`src/hdl/pekf_pkg.sv`:
```
// Shared types, constants and microcode for the pressure elastic EKF unit.
package pekf_pkg;

	localparam int unsigned DataW = 32;
	localparam int unsigned CfgW  = 31;
	localparam int unsigned IdxW  = 3;
	localparam int unsigned StepW = 6;

	localparam logic [IdxW-1:0] REG_MEAS_VAR = 3'd0;
	localparam logic [IdxW-1:0] REG_NOISE_P  = 3'd1;
	localparam logic [IdxW-1:0] REG_NOISE_K1 = 3'd2;
	localparam logic [IdxW-1:0] REG_NOISE_K2 = 3'd3;

	localparam logic [StepW-1:0] PRED_BASE = 6'd0;
	localparam logic [StepW-1:0] UPD_BASE  = 6'd32;

	localparam logic signed [DataW-1:0] ONE_Q  = 32'sd65536;
	localparam logic signed [DataW-1:0] MONE_Q = -32'sd65536;

	localparam logic [CfgW-1:0] MEAS_VAR_RST = 31'd65536;
	localparam logic [CfgW-1:0] NOISE_RST    = 31'd655;

	localparam logic FUNC_PREDICT = 1'b0;
	localparam logic FUNC_UPDATE  = 1'b1;

	typedef enum logic [5:0] {
		OP_ZERO, OP_ONE, OP_MONE, OP_P, OP_K1, OP_K2, OP_DX, OP_DT, OP_MEAS,
		OP_Q0, OP_Q1, OP_Q2, OP_T, OP_Y, OP_F0, OP_F1, OP_F2,
		OP_PF0, OP_PF1, OP_PF2,
		OP_C0, OP_C1, OP_C2, OP_C3, OP_C4, OP_C5, OP_C6, OP_C7, OP_C8,
		OP_O0, OP_O1, OP_O2, OP_O3, OP_O6
	} opnd_t;

	typedef struct packed {
		opnd_t a;
		opnd_t b;
		opnd_t add;
		opnd_t dst;
		logic  first;
		logic  last;
		logic  neg;
		logic  div;
		logic  fin;
	} ucmd_t;

	typedef struct packed {
		ucmd_t cmd;
		logic  load_in;
		logic  clr_sat;
		logic  set_sat;
		logic  snap;
		logic  mul_en;
		logic  acc_en;
		logic  div_start;
		logic  div_fin;
	} dp_ctrl_t;

	typedef struct packed {
		logic s_nonpos;
		logic div_busy;
	} dp_stat_t;

	function automatic ucmd_t mk(input opnd_t a, input opnd_t b, input opnd_t add,
			input opnd_t dst, input logic first, input logic last, input logic neg,
			input logic div, input logic fin);
		ucmd_t u;
		u.a = a; u.b = b; u.add = add; u.dst = dst;
		u.first = first; u.last = last; u.neg = neg; u.div = div; u.fin = fin;
		return u;
	endfunction

	function automatic ucmd_t ucode(input logic [StepW-1:0] step);
		ucmd_t u;
		case (step)
			6'd0:  u = mk(OP_P,  OP_DX,   OP_ZERO, OP_F2,  1'b1, 1'b1, 1'b0, 1'b0, 1'b0);
			6'd1:  u = mk(OP_K2, OP_DX,   OP_ONE,  OP_F0,  1'b1, 1'b1, 1'b0, 1'b0, 1'b0);
			6'd2:  u = mk(OP_ZERO, OP_ZERO, OP_DX, OP_F1,  1'b1, 1'b1, 1'b0, 1'b0, 1'b0);
			6'd3:  u = mk(OP_P,  OP_K2,   OP_K1,   OP_T,   1'b1, 1'b1, 1'b0, 1'b0, 1'b0);
			6'd4:  u = mk(OP_T,  OP_DX,   OP_P,    OP_P,   1'b1, 1'b1, 1'b0, 1'b0, 1'b0);
			6'd5:  u = mk(OP_C0, OP_F0,   OP_ZERO, OP_PF0, 1'b1, 1'b0, 1'b0, 1'b0, 1'b0);
			6'd6:  u = mk(OP_C1, OP_F1,   OP_ZERO, OP_PF0, 1'b0, 1'b0, 1'b0, 1'b0, 1'b0);
			6'd7:  u = mk(OP_C2, OP_F2,   OP_ZERO, OP_PF0, 1'b0, 1'b1, 1'b0, 1'b0, 1'b0);
			6'd8:  u = mk(OP_C3, OP_F0,   OP_ZERO, OP_PF1, 1'b1, 1'b0, 1'b0, 1'b0, 1'b0);
			6'd9:  u = mk(OP_C4, OP_F1,   OP_ZERO, OP_PF1, 1'b0, 1'b0, 1'b0, 1'b0, 1'b0);
			6'd10: u = mk(OP_C5, OP_F2,   OP_ZERO, OP_PF1, 1'b0, 1'b1, 1'b0, 1'b0, 1'b0);
			6'd11: u = mk(OP_C6, OP_F0,   OP_ZERO, OP_PF2, 1'b1, 1'b0, 1'b0, 1'b0, 1'b0);
			6'd12: u = mk(OP_C7, OP_F1,   OP_ZERO, OP_PF2, 1'b0, 1'b0, 1'b0, 1'b0, 1'b0);
			6'd13: u = mk(OP_C8, OP_F2,   OP_ZERO, OP_PF2, 1'b0, 1'b1, 1'b0, 1'b0, 1'b0);
			6'd14: u = mk(OP_F0, OP_C1,   OP_ZERO, OP_C1,  1'b1, 1'b0, 1'b0, 1'b0, 1'b0);
			6'd15: u = mk(OP_F1, OP_C4,   OP_ZERO, OP_C1,  1'b0, 1'b0, 1'b0, 1'b0, 1'b0);
			6'd16: u = mk(OP_F2, OP_C7,   OP_ZERO, OP_C1,  1'b0, 1'b1, 1'b0, 1'b0, 1'b0);
			6'd17: u = mk(OP_F0, OP_C2,   OP_ZERO, OP_C2,  1'b1, 1'b0, 1'b0, 1'b0, 1'b0);
			6'd18: u = mk(OP_F1, OP_C5,   OP_ZERO, OP_C2,  1'b0, 1'b0, 1'b0, 1'b0, 1'b0);
			6'd19: u = mk(OP_F2, OP_C8,   OP_ZERO, OP_C2,  1'b0, 1'b1, 1'b0, 1'b0, 1'b0);
			6'd20: u = mk(OP_F0, OP_PF0,  OP_ZERO, OP_C0,  1'b1, 1'b0, 1'b0, 1'b0, 1'b0);
			6'd21: u = mk(OP_F1, OP_PF1,  OP_ZERO, OP_C0,  1'b0, 1'b0, 1'b0, 1'b0, 1'b0);
			6'd22: u = mk(OP_F2, OP_PF2,  OP_ZERO, OP_C0,  1'b0, 1'b0, 1'b0, 1'b0, 1'b0);
			6'd23: u = mk(OP_Q0, OP_DT,   OP_ZERO, OP_C0,  1'b0, 1'b1, 1'b0, 1'b0, 1'b0);
			6'd24: u = mk(OP_Q1, OP_DT,   OP_C4,   OP_C4,  1'b1, 1'b1, 1'b0, 1'b0, 1'b0);
			6'd25: u = mk(OP_Q2, OP_DT,   OP_C8,   OP_C8,  1'b1, 1'b1, 1'b0, 1'b0, 1'b0);
			6'd26: u = mk(OP_ZERO, OP_ZERO, OP_PF1, OP_C3, 1'b1, 1'b1, 1'b0, 1'b0, 1'b0);
			6'd27: u = mk(OP_ZERO, OP_ZERO, OP_PF2, OP_C6, 1'b1, 1'b1, 1'b0, 1'b0, 1'b1);
			6'd32: u = mk(OP_P,  OP_MONE, OP_MEAS, OP_Y,   1'b1, 1'b1, 1'b0, 1'b0, 1'b0);
			6'd33: u = mk(OP_O0, OP_Y,    OP_P,    OP_P,   1'b1, 1'b1, 1'b0, 1'b1, 1'b0);
			6'd34: u = mk(OP_O3, OP_Y,    OP_K1,   OP_K1,  1'b1, 1'b1, 1'b0, 1'b1, 1'b0);
			6'd35: u = mk(OP_O6, OP_Y,    OP_K2,   OP_K2,  1'b1, 1'b1, 1'b0, 1'b1, 1'b0);
			6'd36: u = mk(OP_O0, OP_O0,   OP_C0,   OP_C0,  1'b1, 1'b1, 1'b1, 1'b1, 1'b0);
			6'd37: u = mk(OP_O0, OP_O1,   OP_C1,   OP_C1,  1'b1, 1'b1, 1'b1, 1'b1, 1'b0);
			6'd38: u = mk(OP_O0, OP_O2,   OP_C2,   OP_C2,  1'b1, 1'b1, 1'b1, 1'b1, 1'b0);
			6'd39: u = mk(OP_O3, OP_O0,   OP_C3,   OP_C3,  1'b1, 1'b1, 1'b1, 1'b1, 1'b0);
			6'd40: u = mk(OP_O3, OP_O1,   OP_C4,   OP_C4,  1'b1, 1'b1, 1'b1, 1'b1, 1'b0);
			6'd41: u = mk(OP_O3, OP_O2,   OP_C5,   OP_C5,  1'b1, 1'b1, 1'b1, 1'b1, 1'b0);
			6'd42: u = mk(OP_O6, OP_O0,   OP_C6,   OP_C6,  1'b1, 1'b1, 1'b1, 1'b1, 1'b0);
			6'd43: u = mk(OP_O6, OP_O1,   OP_C7,   OP_C7,  1'b1, 1'b1, 1'b1, 1'b1, 1'b0);
			6'd44: u = mk(OP_O6, OP_O2,   OP_C8,   OP_C8,  1'b1, 1'b1, 1'b1, 1'b1, 1'b1);
			default: u = mk(OP_ZERO, OP_ZERO, OP_ZERO, OP_ZERO, 1'b1, 1'b1, 1'b0, 1'b0, 1'b1);
		endcase
		return u;
	endfunction

endpackage

```
`src/hdl/pekf_ctrl.sv`:
```
// Sequencer that steps the microcode for predict and update beats.
module pekf_ctrl import pekf_pkg::*; (
	input  logic     clk,
	input  logic     arst_n,
	input  logic     in_valid,
	input  logic     func,
	input  logic     out_busy,
	input  dp_stat_t stat,
	output logic     in_ready,
	output logic     load_out,
	output dp_ctrl_t ctrl
);

	typedef enum logic [5:0] {
		S_IDLE  = 6'b000001,
		S_CHECK = 6'b000010,
		S_MUL   = 6'b000100,
		S_ACC   = 6'b001000,
		S_DIV   = 6'b010000,
		S_DONE  = 6'b100000
	} state_t;

	state_t            state_q, state_d;
	logic [StepW-1:0]  step_q, step_d;
	ucmd_t             cmd;

	assign cmd      = ucode(step_q);
	assign in_ready = (state_q == S_IDLE);

	always_comb begin
		state_d        = state_q;
		step_d         = step_q;
		load_out       = 1'b0;
		ctrl           = '0;
		ctrl.cmd       = cmd;
		case (state_q)
			S_IDLE: begin
				if (in_valid) begin
					ctrl.load_in = 1'b1;
					ctrl.clr_sat = 1'b1;
					if (func == FUNC_UPDATE) begin
						step_d  = UPD_BASE;
						state_d = S_CHECK;
					end else begin
						step_d  = PRED_BASE;
						state_d = S_MUL;
					end
				end
			end
			S_CHECK: begin
				ctrl.snap = 1'b1;
				if (stat.s_nonpos) begin
					ctrl.set_sat = 1'b1;
					state_d      = S_DONE;
				end else begin
					state_d = S_MUL;
				end
			end
			S_MUL: begin
				ctrl.mul_en = 1'b1;
				state_d     = S_ACC;
			end
			S_ACC: begin
				if (cmd.div) begin
					ctrl.div_start = 1'b1;
					state_d        = S_DIV;
				end else begin
					ctrl.acc_en = 1'b1;
					if (cmd.fin) begin
						state_d = S_DONE;
					end else begin
						step_d  = step_q + 6'd1;
						state_d = S_MUL;
					end
				end
			end
			S_DIV: begin
				if (!stat.div_busy) begin
					ctrl.div_fin = 1'b1;
					if (cmd.fin) begin
						state_d = S_DONE;
					end else begin
						step_d  = step_q + 6'd1;
						state_d = S_MUL;
					end
				end
			end
			S_DONE: begin
				if (!out_busy) begin
					load_out = 1'b1;
					state_d  = S_IDLE;
				end
			end
			default: begin
				state_d = S_IDLE;
			end
		endcase
	end

	always_ff @(posedge clk or negedge arst_n) begin
		if (!arst_n) begin
			state_q <= S_IDLE;
			step_q  <= '0;
		end else begin
			state_q <= state_d;
			step_q  <= step_d;
		end
	end

endmodule

```
`config.mk`:
```
export PLATFORM = sky130hd
export DESIGN_NAME = pekf_ctrl
export DESIGN_NICKNAME = d
export VERILOG_FILES = /design/src/hdl/pekf_pkg.sv /design/src/hdl/pekf_ctrl.sv
export SDC_FILE = /design/constraint.sdc
export NUM_CORES = 1
export LEC_CHECK = 0
export BUFFER_PORTS_ARGS = -buffer_cell sky130_fd_sc_hd__buf_2
export CAP_MARGIN = 20
export CORE_ASPECT_RATIO = 0.7
export CORE_MARGIN = 1
export CORE_UTILIZATION = 55
export CTS_CLUSTER_DIAMETER = 120
export DETAILED_ROUTE_END_ITERATION = 12
export PLACE_DENSITY = 0.86
export SLEW_MARGIN = 20
export SYNTH_ARGS = -nofsm -noshare
export SYNTH_HDL_FRONTEND = slang
export SYNTH_SLANG_ARGS = --single-unit
export TNS_END_PERCENT = 30
```
`constraint.sdc`:
```
create_clock -name clk -period 2.6 [get_ports clk]
set_input_delay 0.13 -clock clk [delete_from_list [all_inputs] [get_ports clk]]
set_output_delay 0.13 -clock clk [all_outputs]
set_load 0.05 [all_outputs]
```
Word-level counts from Yosys, hierarchy flattened:

Memory sizes are Yosys's and may differ from the RTL's.
Index checks and enable logic that the tools add are counted.

* shifts and indexed selects: 0
* divide/modulo/power cells: 0
* mux-type cells: 26
* $add $sub $neg: 1
* eq/ne operators: 10
* magnitude comparators: 0
* bitwise gates (word level): 0
* reduce and logical (&&, ||, !) cells: 3
* $mul: 0

Operator list (number)
* 6-bit two-way mux: 11
* 6-bit one-hot mux with 6 select lines: 1
* 6-bit one-hot mux with 3 select lines: 1
* 1-bit two-way mux: 8
* 2-bit two-way mux: 4
* 2-bit inequality test (second input constant): 4
* 6-bit by 1-bit adder with 6-bit output (second input constant): 1
* 6-bit by 1-bit equality test with 1-bit output (second input constant): 1
* 6-bit by 2-bit equality test with 1-bit output (second input constant): 1
* 6-bit by 3-bit equality test with 1-bit output (second input constant): 1
* 6-bit by 4-bit equality test with 1-bit output (second input constant): 1
* 6-bit by 5-bit equality test with 1-bit output (second input constant): 1
* 6-bit equality test (second input constant): 1
* 4-bit AND reduction: 1
* 3-bit two-way mux: 1
* 3-bit AND reduction: 1
* 3-bit nonzero test: 1

* memories kept: 1
* input port bits: 7
* word-level logic and storage cells: 43
* memory bits (writable): 0
* flip-flop bits (word level): 12
* latch bits: 0
* memory bits (read-only): 1664
* output and inout bits: 39

Memory list
* (no name shown): words 64, width 26, read ports 1, clocked after memory_dff 0, write ports 0, line pekf_pkg.sv:74 `case (step)`

Longest topological paths before layout:

Gate-level depths: netlist of run 1.

* depth in word-level cells: 4
* gate-level depth with buffers: 11
* mapped depth without buffers: 10

Worst setup path after synthesis of run 1:

OpenSTA, ideal clock, no wires.

* path kind: register to register
* start: register step_q[2]
* end: register step_q[0]
* buffers on the path: 1
* arrival: 3.183 ns
* stages on the path, launching flop included: 8
* setup slack: -0.708 ns
* setup time: 0.125 ns
* clock period less this slack: 3.308 ns
* required time: 2.475 ns
* cell sequence: dfrtp_1 -> clkbuf_1 -> inv_1 -> ha_1 -> o32ai_1 -> nand2b_2 -> nor2_1 -> mux2_2

RTL lines
* start: declaration: line pekf_ctrl.sv:24 `logic [StepW-1:0] step_q, step_d;`
* start signal: assignment: line pekf_ctrl.sv:106 `step_q <= step_d;`

==> results list, run 1 <==
- The pre-antenna-repair detailed-routing pass consisted of 7 iterations.
- The post-route netlist has 23.3% of its cells at a drive strength greater than 1.
- Clock tree synthesis found a total of 12 sinks.
- The first global-routing pass estimated 9700 um of wire.
- The die is 51.0 um tall.
- Final clock skew: 0.00256 ns
- TritonCTS built the clock tree.
- The cell area that synthesis handed to floorplanning was 1890 sq um.
- Maximum Capacitance Violations: 0
* Final standard cell area without fillers: 2240 sq um
- At the end of routability-driven placement, the weighted congestion stood at 1.05.
- The worst register-to-register path has a setup slack of 0.17 ns.
* Unique cell type count in the Yosys netlist: 56
* Effective utilization at floorplan: 58.7%
- Number of vias per cell after detailed routing: 6.28
- Antenna Nets Post-Route: 0
- The worst path in the final design needs a cycle of 2.58 ns, including I/O delays and setup.
* Area Growth Syn to Fin: 18.9%
* Insertion delay to the later sink of the worst-skew pair: 0.24 ns
* DR WL/cell: 16.6 um
- The final number of hold-violating endpoints came to 0.
* Clock edge transition at the registers on the reported setup and hold paths: 0.05 ns
- During I/O placement, the number of pins put on the boundary was 46.
- Cells after synthesis: 278
- In the final timing run, aggregate negative setup slack is 0 ns.
* Crit-path max cell delay: 0.44 ns
- Core region area: 3210 sq um
- Setup Viol. Count Final: 0
- For this run, design rule violations remaining after detail routing come to 0.
- The most numerous cell type found on the critical path is sky130_fd_sc_hd__a211oi_1.
* Biggest area contributors in the synthesized netlist: sky130_fd_sc_hd__dfrtp_1 (15%), sky130_fd_sc_hd__a21oi_1 (9.6%), sky130_fd_sc_hd__ha_1 (8.0%)
* Starting DRC count in detailed routing: 425
* Most area-hungry cell type in the Yosys netlist: sky130_fd_sc_hd__dfrtp_1
* Fillcell total: 268
- Avg Synthesized Cell Area: 6.78 sq um
* Die Footprint: 3670 sq um
* TritonCTS buffer count: 3
- Final Total Pwr: 2420 uW
- STA classifies the critical path endpoint as an output pin.
- Max-Slew Margin vs Limit: 59.4%
* Total area of multi-input combinational cells: 1420 sq um
* Slowest library cell on the worst path: sky130_fd_sc_hd__nor2_1
- In this run the biggest area consumer among cell types represents 14.6% of the synthesized area.
- The routed layout has 2262 vias.
* Critical-path cell list: inv_1 > ha_1 > nor2_1 > a211oi_1 > a211oi_1 > a211oi_1 > a21oi_1 > buf_2
* Worst hold path endpoint: state_q[1]$_DFFE_PN0P_
- H-Tree Level Count: 1
- Summing all flip-flop and latch instances after layout gives 302 sq um.
* Element type at the critical path start: flip-flop
- For this run, the number of Yosys warnings is 0.
- Synthesis inferred 12 register bits.
- The number of antenna diodes in the final layout is 0.
* RSZ-0062 raised after global routing: no
- Worst hold stages: 3
- Worst setup path class: reg2out
- Leakage power of the design: 0.00103 uW
- Finished Core Util: 69.8%
* Reg2Reg Capture Point: step_q[4]$_DFFE_PN0P_
- Critical path data required time: 2.47 ns
- The final-report max-slew violation count came to 0.
* Data arrival, critical path: 2.45 ns
- Entering global routing, the biggest net connects 30 pins.
- Origin of the critical flop-to-flop path: step_q[1]$_DFFE_PN0P_
- The clock passes through at most 2 buffers.
- Yosys mapped a number of flops with a built-in enable equal to 0.
- Remaining global-route overflow: 0
- Standard-cell row count: 17
* Origin of the worst min-delay path: func
- In this run the power density over the cells is 1080 nW/um^2.
- Antenna violations before repair: 0
* Cell chosen for the clock root: sky130_fd_sc_hd__clkbuf_8
* Async SR Flop Fraction: 100%
- For this run, the number of standard cells in the final layout without fillers is 360.
- Die W: 72.0 um
- The final critical path takes up 99.0% of the cycle.
- Most used flip-flop cell after synthesis: sky130_fd_sc_hd__dfrtp_1
- Total placed instance area: 2170 sq um
- After detailed placement, the design holds a cell count of 355.
* Total global routing track utilization: 34.3%
- For this block, the routed nets add up to 5960 um of wire.
- Transition time at the pin with the least slew margin: 0.609 ns
* Sequential element share of the synthesized area: 16.0%
- Max Fclk: 388 MHz
- Post-DP HPWL: 4270 um
* Maximum net fanout on the critical path: 9
- Run status: finished, final reports clean
- # nets final: 333
* Via count of the first global-routing pass: 1875
- Maximum vdd drop: 0.000567 V
- FF-to-FF path depth: 8
* Worst hold path type: in2reg
- # port buffers: 42
==> power breakdown <==
part           leakage [uW]  internal (uW)  switching (uW)
Clock             0.0000288            134            72.6
Combinational      0.000844            541            1380
Sequential         0.000161            235            62.1
Total               0.00103            910            1510
==> how the worst max path moves through the flow <==
stage | end | cells past startpoint | slack, ns | from
global route | ctrl[32] | 8 | 0.007 | step_q[1]$_DFFE_PN0P_
floorplan | ctrl[31] | 9 | -0.35 | step_q[0]$_DFFE_PN0P_
finish | ctrl[32] | 8 | 0.02 | step_q[1]$_DFFE_PN0P_
global placement | ctrl[27] | 8 | 0.40 | step_q[1]$_DFFE_PN0P_
detailed placement | step_q[4]$_DFFE_PN0P_ | 8 | 0.30 | step_q[1]$_DFFE_PN0P_
CTS | ctrl[32] | 8 | 0.13 | step_q[1]$_DFFE_PN0P_
==> per-layer routing <==
layer,part of all wire (%),up-vias,global-route usage [%]
li1,-,1078,-
met4,1.5,0,4.90
met3,14,15,8.09
met2,38,160,47.8
met1,46,1009,53.2
met5,0,-,0
==> cells by family (layout without fill, tap and decap cells) <==
| kind of cell | after synthesis | after routing | share of synthesized area [%] |
|---|---|---|---|
| AOI/OAI and AO/OA | 109 | 109 | 35.7 |
| buffers and inverters | 46 | 79 | 10.2 |
| muxes | 7 | 7 | 3.78 |
| other | 1 | 3 | 0.199 |
| adders and majority gates | 12 | 12 | 7.96 |
| DFF | 12 | 12 | 16.0 |
| and+or+nand+nor | 90 | 90 | 25.7 |
| xor gates and xnor gates | 1 | 1 | 0.465 |
==> area by class of cell <==
type                    count  share of cell area (%)
multi-input cells         222                    63.4
repair buffers             57                    15.1
flip-flops and latches     12                    13.4
inverters                  18                    3.01
well taps                  47                    2.62
clock buffers               4                    2.46
==> stage by stage <==
step	setup WS (ns)	hold WS, ns
CTS	0.135	0.153
detailed placement	0.301	0.0237
global placement	0.400	0.0198
floorplan	-0.346	-0.166
finish	0.0248	0.154
global route	0.00667	0.195
==> state kept, by name, summed over array words and instances (netlist names) <==
name,count
step_q,6
state_q,6
==> synth_stat cells (all sizes together) (2+ instances only) <==
library cell,count
a211o,2
a21o,2
nor4,2
o31ai,3
mux2i,6
nor3,7
nand3b,2
nand2,22
and4b,2
o211ai,3
and2,2
o22ai,4
dfrtp,11
a211oi,8
or4,2
a22o,2
ha,12
a31oi,2
buf,10
a22oi,4
nor3b,2
nand3,5
nand4b,3
nor2,28
clkbuf,18
nand2b,3
o21ai,31
inv,17
a21oi,36
o32ai,3
nor2b,7
==> critical path: cells and delay by family (launching register included) <==
family	cells	cell delay (ns)
compound gates	4	0.56
simple gates	1	0.44
buf+inv	2	0.43
flops	1	0.39
fa+ha+maj	1	0.39
==> timing repair <==
item                                    CTS  global route
gates resized for setup                   0             1
endpoints found under the hold margin    11             0
buffers inserted                          0             0
endpoints found under the setup margin    0             1
hold buffers                              1             0
==> cell usage in the layout, fill, tap and decap left out, drive strengths merged, types with 5 or more instances in the layout <==
cell and n:
a211oi 8, a21oi 36, buf 56, dfrtp 11, ha 12, inv 17, mux2i 6, nand2 22
nand3 5, nor2 28, nor2b 7, nor3 7, o21ai 31
(Power assumes the default switching activity.)
==> run 2, diff against run 1 <==
Settings changed: CORE_UTILIZATION 55 to 40, PLACE_DENSITY 0.86 to 0.67, SETUP_SLACK_MARGIN from default to 0.1.
==> results list, run 2 (synthesis results as in run 1) <==
- The flow ran to the end, but the final reports show violations.
* Violated checks: design-rule violations
- First-pass GRT wire length: 9800 um
* FF-to-FF path depth: 8
- Antenna Nets Post-Route: 0
- Max Fclk: 407 MHz
- Once the floorplan was initialized, standard cells occupied 42.6% of the core.
- Max-Slew Margin vs Limit: 66.9%
- Post-DP HPWL: 4620 um
* Remaining global-route overflow: 0
- The startpoint identified for the worst register-to-register timing path is step_q[1]$_DFFE_PN0P_.
* DR WL/cell: 16.3 um
- Counting every sink on the clock net gives 12.
* Final cycle utilization of the critical path: 94.5%
* Routability-driven placement congestion ratio: 0.968
- Maximum net fanout on the critical path: 5
- Maximum Capacitance Violations: 0
* H-Tree Level Count: 1
* Die Footprint: 5000 sq um
* Number of vias per cell after detailed routing: 6.03
* RSZ-0062 raised after global routing: yes
- The top cell types in the final layout, fill and taps aside, are sky130_fd_sc_hd__buf_2 (41), sky130_fd_sc_hd__a21oi_1 (36), sky130_fd_sc_hd__nor2_1 (27), sky130_fd_sc_hd__o21ai_0 (23), sky130_fd_sc_hd__buf_4 (22).
* Top Registers: state_q x6, step_q x6
- Detailed Route WL: 6150 um
- In this run the deepest clock path goes through 2 buffers.
* Pre-Repair DR Iteration Count: 10
* Worst hold path type: in2reg
* Count of pins over their slew limit: 0
- In this run the standard cell core region covers 4430 sq um.
- Proportion of layout cells with a drive suffix above 1: 25.9%
- Total area of multi-input combinational cells: 1410 sq um
* Min Hold Slack: 0.158 ns
* Power Dens Cells: 1070 nW/um^2
- Summing all flip-flop and latch instances after layout gives 303 sq um.
- At the pin with the least slew margin, the transition time is 0.495 ns.
* Maximum number of pins on one net before global-route repair: 29
- Clock-pin slew was measured on the worst setup and hold paths at 0.05 ns.
- Reg2Reg Capture Point: step_q[4]$_DFFE_PN0P_
- The routed layout has 2266 vias.
* Fillcell total: 443
* Worst setup path startpoint: step_q[1]$_DFFE_PN0P_
- The number of clock buffers added by TritonCTS is 3.
- Maximum vdd drop: 0.000410 V
* Total global routing track utilization: 25.0%
* Antenna violations before repair: 0
- STA classifies the critical path endpoint as an output pin.
* Setup Viol. Count Final: 0
* Die W: 84.1 um
- In this run the count of I/O pins placed on the die edge is 46.
- TritonCTS built the clock tree.
- DRC violations left: 6
- Total inserted antenna cells: 0
* Cell chosen for the clock root: sky130_fd_sc_hd__clkbuf_8
* # nets final: 341
* Final Total Pwr: 2450 uW
- Most frequent standard cell in the layout excluding fill and tap cells: sky130_fd_sc_hd__buf_2
- At the worst endpoint, the required time is 2.47 ns.
* Worst reg-to-reg setup slack: 0.23 ns
- Final critical-path required period: 2.46 ns
- Standard-cell row count: 20
- By startpoint and endpoint, the worst setup path is classified as reg2out.
- The detailed router finished its first iteration with 333 violations.
- For this design the static power due to leakage is 0.00105 uW.
- # port buffers: 42
* Final Hold Violating Endpoints: 0
* Area Growth Syn to Fin: 21.4%
- Setup crit end: ctrl[32]
- Clock latency on the worst-skew pair, taken at its later pin, is 0.24 ns.
- The die is 59.4 um tall.
- Data arrival, critical path: 2.33 ns
- Cells fill 51.7% of the core in the end.
- Element type at the critical path start: flip-flop
* Final clock skew: 0.00440 ns
- Via count of the first global-routing pass: 1897
run 2: cell types whose count changed in the layout (fill, tap and decap cells not counted), sizes merged:
cell,change
buf,+7
clkbuf,+1
clkinvlp,+1
inv,-1
run 2: layout make-up:
| class | instances | share of cell area, % |
|---|---|---|
| Timing Repair Buffer | 65 | 16.9 |
| Sequential cell | 12 | 13.2 |
| Inverter | 18 | 3.12 |
| Tap cell | 55 | 3.01 |
| Clock buffer | 4 | 1.97 |
| Multi-Input combinational cell | 222 | 61.7 |
run 2: worst min-delay path by stage:
stage	start	endpoint	cells past startpoint	slack [ns]
after floorplan	arst_n	state_q[1]$_DFFE_PN0P_	0	-0.17
after global placement	arst_n	state_q[1]$_DFFE_PN0P_	1	0.03
after detailed placement	arst_n	step_q[5]$_DFFE_PN0P_	1	0.03
after CTS	func	state_q[1]$_DFFE_PN0P_	3	0.16
after global routing	func	state_q[1]$_DFFE_PN0P_	3	0.16
final	func	state_q[1]$_DFFE_PN0P_	3	0.16
run 2: critical path: stages, from the launching register on:
cell and delay [ns]:
sky130_fd_sc_hd__dfrtp_1 0.37, sky130_fd_sc_hd__inv_1 0.13, sky130_fd_sc_hd__ha_2 0.34, sky130_fd_sc_hd__nor2_1 0.42
sky130_fd_sc_hd__a211oi_1 0.10, sky130_fd_sc_hd__a211oi_1 0.24, sky130_fd_sc_hd__a211oi_1 0.07, sky130_fd_sc_hd__a21oi_1 0.14
sky130_fd_sc_hd__buf_2 0.28
run 2: power breakdown:
part,internal [uW],leakage (uW),switching [uW]
logic,590,0.000872,1380
clock network,108,0.0000228,68.2
registers,235,0.000160,69.5
run 2: stage by stage:
step	setup TNS, ns	setup WS (ns)	instances	area [sq um]
floorplan	-0.755	-0.175	280	1910
global placement	0	0.340	370	2220
detailed placement	0	0.163	370	2220
CTS	0	0.147	375	2270
global route	0	0.0631	376	2290
finish	0	0.143	376	2290
run 2: repair_timing:
| item | CTS | global route |
|---|---|---|
| resized for setup | 0 | 4 |
| setup endpoints to repair | 0 | 12 |
| hold endpoints to repair | 11 | 0 |
| hold buffers | 1 | 0 |
| setup buffers | 0 | 1 |
run 2: routing by layer:
metal / part of all wire [%] / vias up / GRT usage (%)
met3: 9.7 / 6 / 5.85
met5: 0 / - / 0
met1: 48 / 1048 / 37.4
li1: - / 1088 / -
met4: 0.76 / 0 / 3.69
met2: 42 / 124 / 37.1
==> run 3, diff against run 2 <==
Settings changed: REMOVE_ABC_BUFFERS from default to 1.
==> results list, run 3 (synthesis results as in run 1) <==
* Run status: finished with violations
- The final reports fail on design-rule violations.
- VDD sags by at most 0.000408 V.
- Global routing used 23.5% of the available tracks across all layers.
- Antenna violations before repair: 0
- Counting I/O delays and the setup requirement, the final critical path takes 2.30 ns.
- Finished Core Util: 51.2%
- Critical path data required time: 2.47 ns
- For this design, the sink count on the clock tree is 12.
- Count of pins over their slew limit: 0
- The floorplan step set the die width to 84.1 um.
- After floorplanning, the core was divided into 20 placement rows.
- From synthesis to final layout, the design area changed by 20.2%.
- Detailed placement finished with a half-perimeter wire length of 4370 um.
- Leakage power of the design: 0.00104 uW
- Of all nets on the critical path, the largest fanout is 9.
* Power Dens Cells: 1080 nW/um^2
- Maximum Capacitance Violations: 0
* Proportion of layout cells with a drive suffix above 1: 24.2%
- Worst hold path type: in2reg
- Final clock skew: 0.00141 ns
- Dividing the final minimum period by the clock period gives 88.4%.
- Max-Slew Margin vs Limit: 64.1%
* Die Y-Extent: 59.4 um
- Core region area: 4430 sq um
* Element type at the critical path start: flip-flop
* Number of vias per cell after detailed routing: 6.04
- The number of antenna diodes in the final layout is 0.
* Remaining global-route overflow: 0
* Final Total Pwr: 2450 uW
* Starting DRC count in detailed routing: 435
- The first global-routing pass estimated 9370 um of wire.
* Antenna Nets Post-Route: 0
* Leading cell types in the layout, fill and taps excluded: sky130_fd_sc_hd__buf_2 (41), sky130_fd_sc_hd__a21oi_1 (36), sky130_fd_sc_hd__o21ai_0 (29), sky130_fd_sc_hd__nor2_1 (26), sky130_fd_sc_hd__nand2_1 (21)
- For this run, the post-layout net count is 334.
- The later pin in the worst-skew pair is clocked with a latency of 0.24 ns.
- The tree is rooted in a sky130_fd_sc_hd__clkbuf_8.
- At the end of routability-driven placement, the weighted congestion stood at 0.909.
- Detailed Route WL: 6000 um
* RSZ-0062 raised after global routing: no
* Top Registers: state_q x6, step_q x6
- For this run, design rule violations remaining after detail routing come to 8.
- The library cell used most frequently in the layout, excluding fill and tap cells, is sky130_fd_sc_hd__buf_2.
* Clock tree from TritonCTS: done
* Data arrival, critical path: 2.17 ns
* Clock Path Buffers: 2
* Maximum number of pins on one net before global-route repair: 52
* TritonCTS buffer count: 3
- The number of global-route vias before repair came to 1842.
- Pre-Repair DR Iteration Count: 9
- The layout has 454 filler cells.
- Worst setup path class: reg2out
- Setup violations remaining at the end of the flow were counted as 0.
- DR WL/cell: 16.3 um
* Accumulated negative setup slack: 0 ns
- For the pin with the worst max-slew slack, the measured transition is 0.534 ns.
- In this run the number of H-tree levels came out at 1.
* Max Fclk: 435 MHz
- Die Footprint: 5000 sq um
* Final Hold Violating Endpoints: 0
- Worst Setup End Kind: output pin
- Effective utilization at floorplan: 42.6%
* Number of vias after detailed routing: 2230
* # port buffers: 42
- IO Pins: 46
- Clock edge transition at the registers on the reported setup and hold paths: 0.05 ns
## run 3: layout make-up
| type | count | area (sq um) | share of cell area [%] |
|---|---|---|---|
| Timing Repair Buffer | 58 | 348 | 15.4 |
| Multi-Input combinational cell | 222 | 1430 | 62.9 |
| Sequential cell | 12 | 302 | 13.3 |
| Tap cell | 55 | 68.8 | 3.04 |
| Inverter | 18 | 67.6 | 2.98 |
| Clock buffer | 4 | 55.1 | 2.43 |
## run 3: where the power goes
group	switching, uW	internal (uW)	total [uW]
Clock	66.2	134	200
Combinational	1390	570	1960
Sequential	58.0	235	293
## run 3: per-layer routing
layer	vias up	wire (um)	track usage (%)
met1	1004	2770	35.9
met2	139	2500	33.8
li1	1070	-	-
met3	17	629	4.32
met4	0	106	5.42
met5	-	0	0
## run 3: path summary, 6_finish.rpt
path                                            start                      to  slack (ns)  cells after the start
worst max-delay path            step_q[1]$_DFFE_PN0P_                ctrl[28]        0.30                      8
worst min-delay path                             func  state_q[1]$_DFFE_PN0P_        0.17                      3
worst max register to register  step_q[1]$_DFFE_PN0P_   step_q[4]$_DFFE_PN0P_        0.40                      8
worst min register to register  step_q[3]$_DFFE_PN0P_   step_q[3]$_DFFE_PN0P_        0.56                      1
max in group asynchronous                      arst_n  state_q[0]$_DFFE_PN1P_        2.04                      2
min in group asynchronous                      arst_n  state_q[2]$_DFFE_PN0P_        0.29                      2
## run 3: what timing repair did
item                                   CTS  global route
hold buffers                             1             0
resized for setup                        1             6
endpoints found under the hold margin   11             0
gates cloned                             0             0
setup buffers                            0             0
setup endpoints to repair                1             4
## run 3: per-stage QoR
step	cells	area (sq um)	hold WS [ns]	setup slack, ns
5_1_grt	369	2270	0.177	0.121
4_1_cts	369	2240	0.167	0.143
6_report	369	2270	0.166	0.302
2_1_floorplan	252	1770	-0.166	-1.35
3_5_place_dp	364	2170	0.0190	0.317
3_3_place_gp	364	2170	0.0180	0.279
## run 3: worst max-delay path, cell delays in order, from the launching register on
cell and delay, ns:
sky130_fd_sc_hd__dfrtp_1 0.34, sky130_fd_sc_hd__inv_1 0.11, sky130_fd_sc_hd__ha_4 0.35, sky130_fd_sc_hd__nor2b_1 0.22, sky130_fd_sc_hd__o21ai_0 0.12, sky130_fd_sc_hd__a21oi_1 0.19, sky130_fd_sc_hd__a21oi_1 0.06, sky130_fd_sc_hd__o21ai_0 0.25
sky130_fd_sc_hd__clkbuf_4 0.29
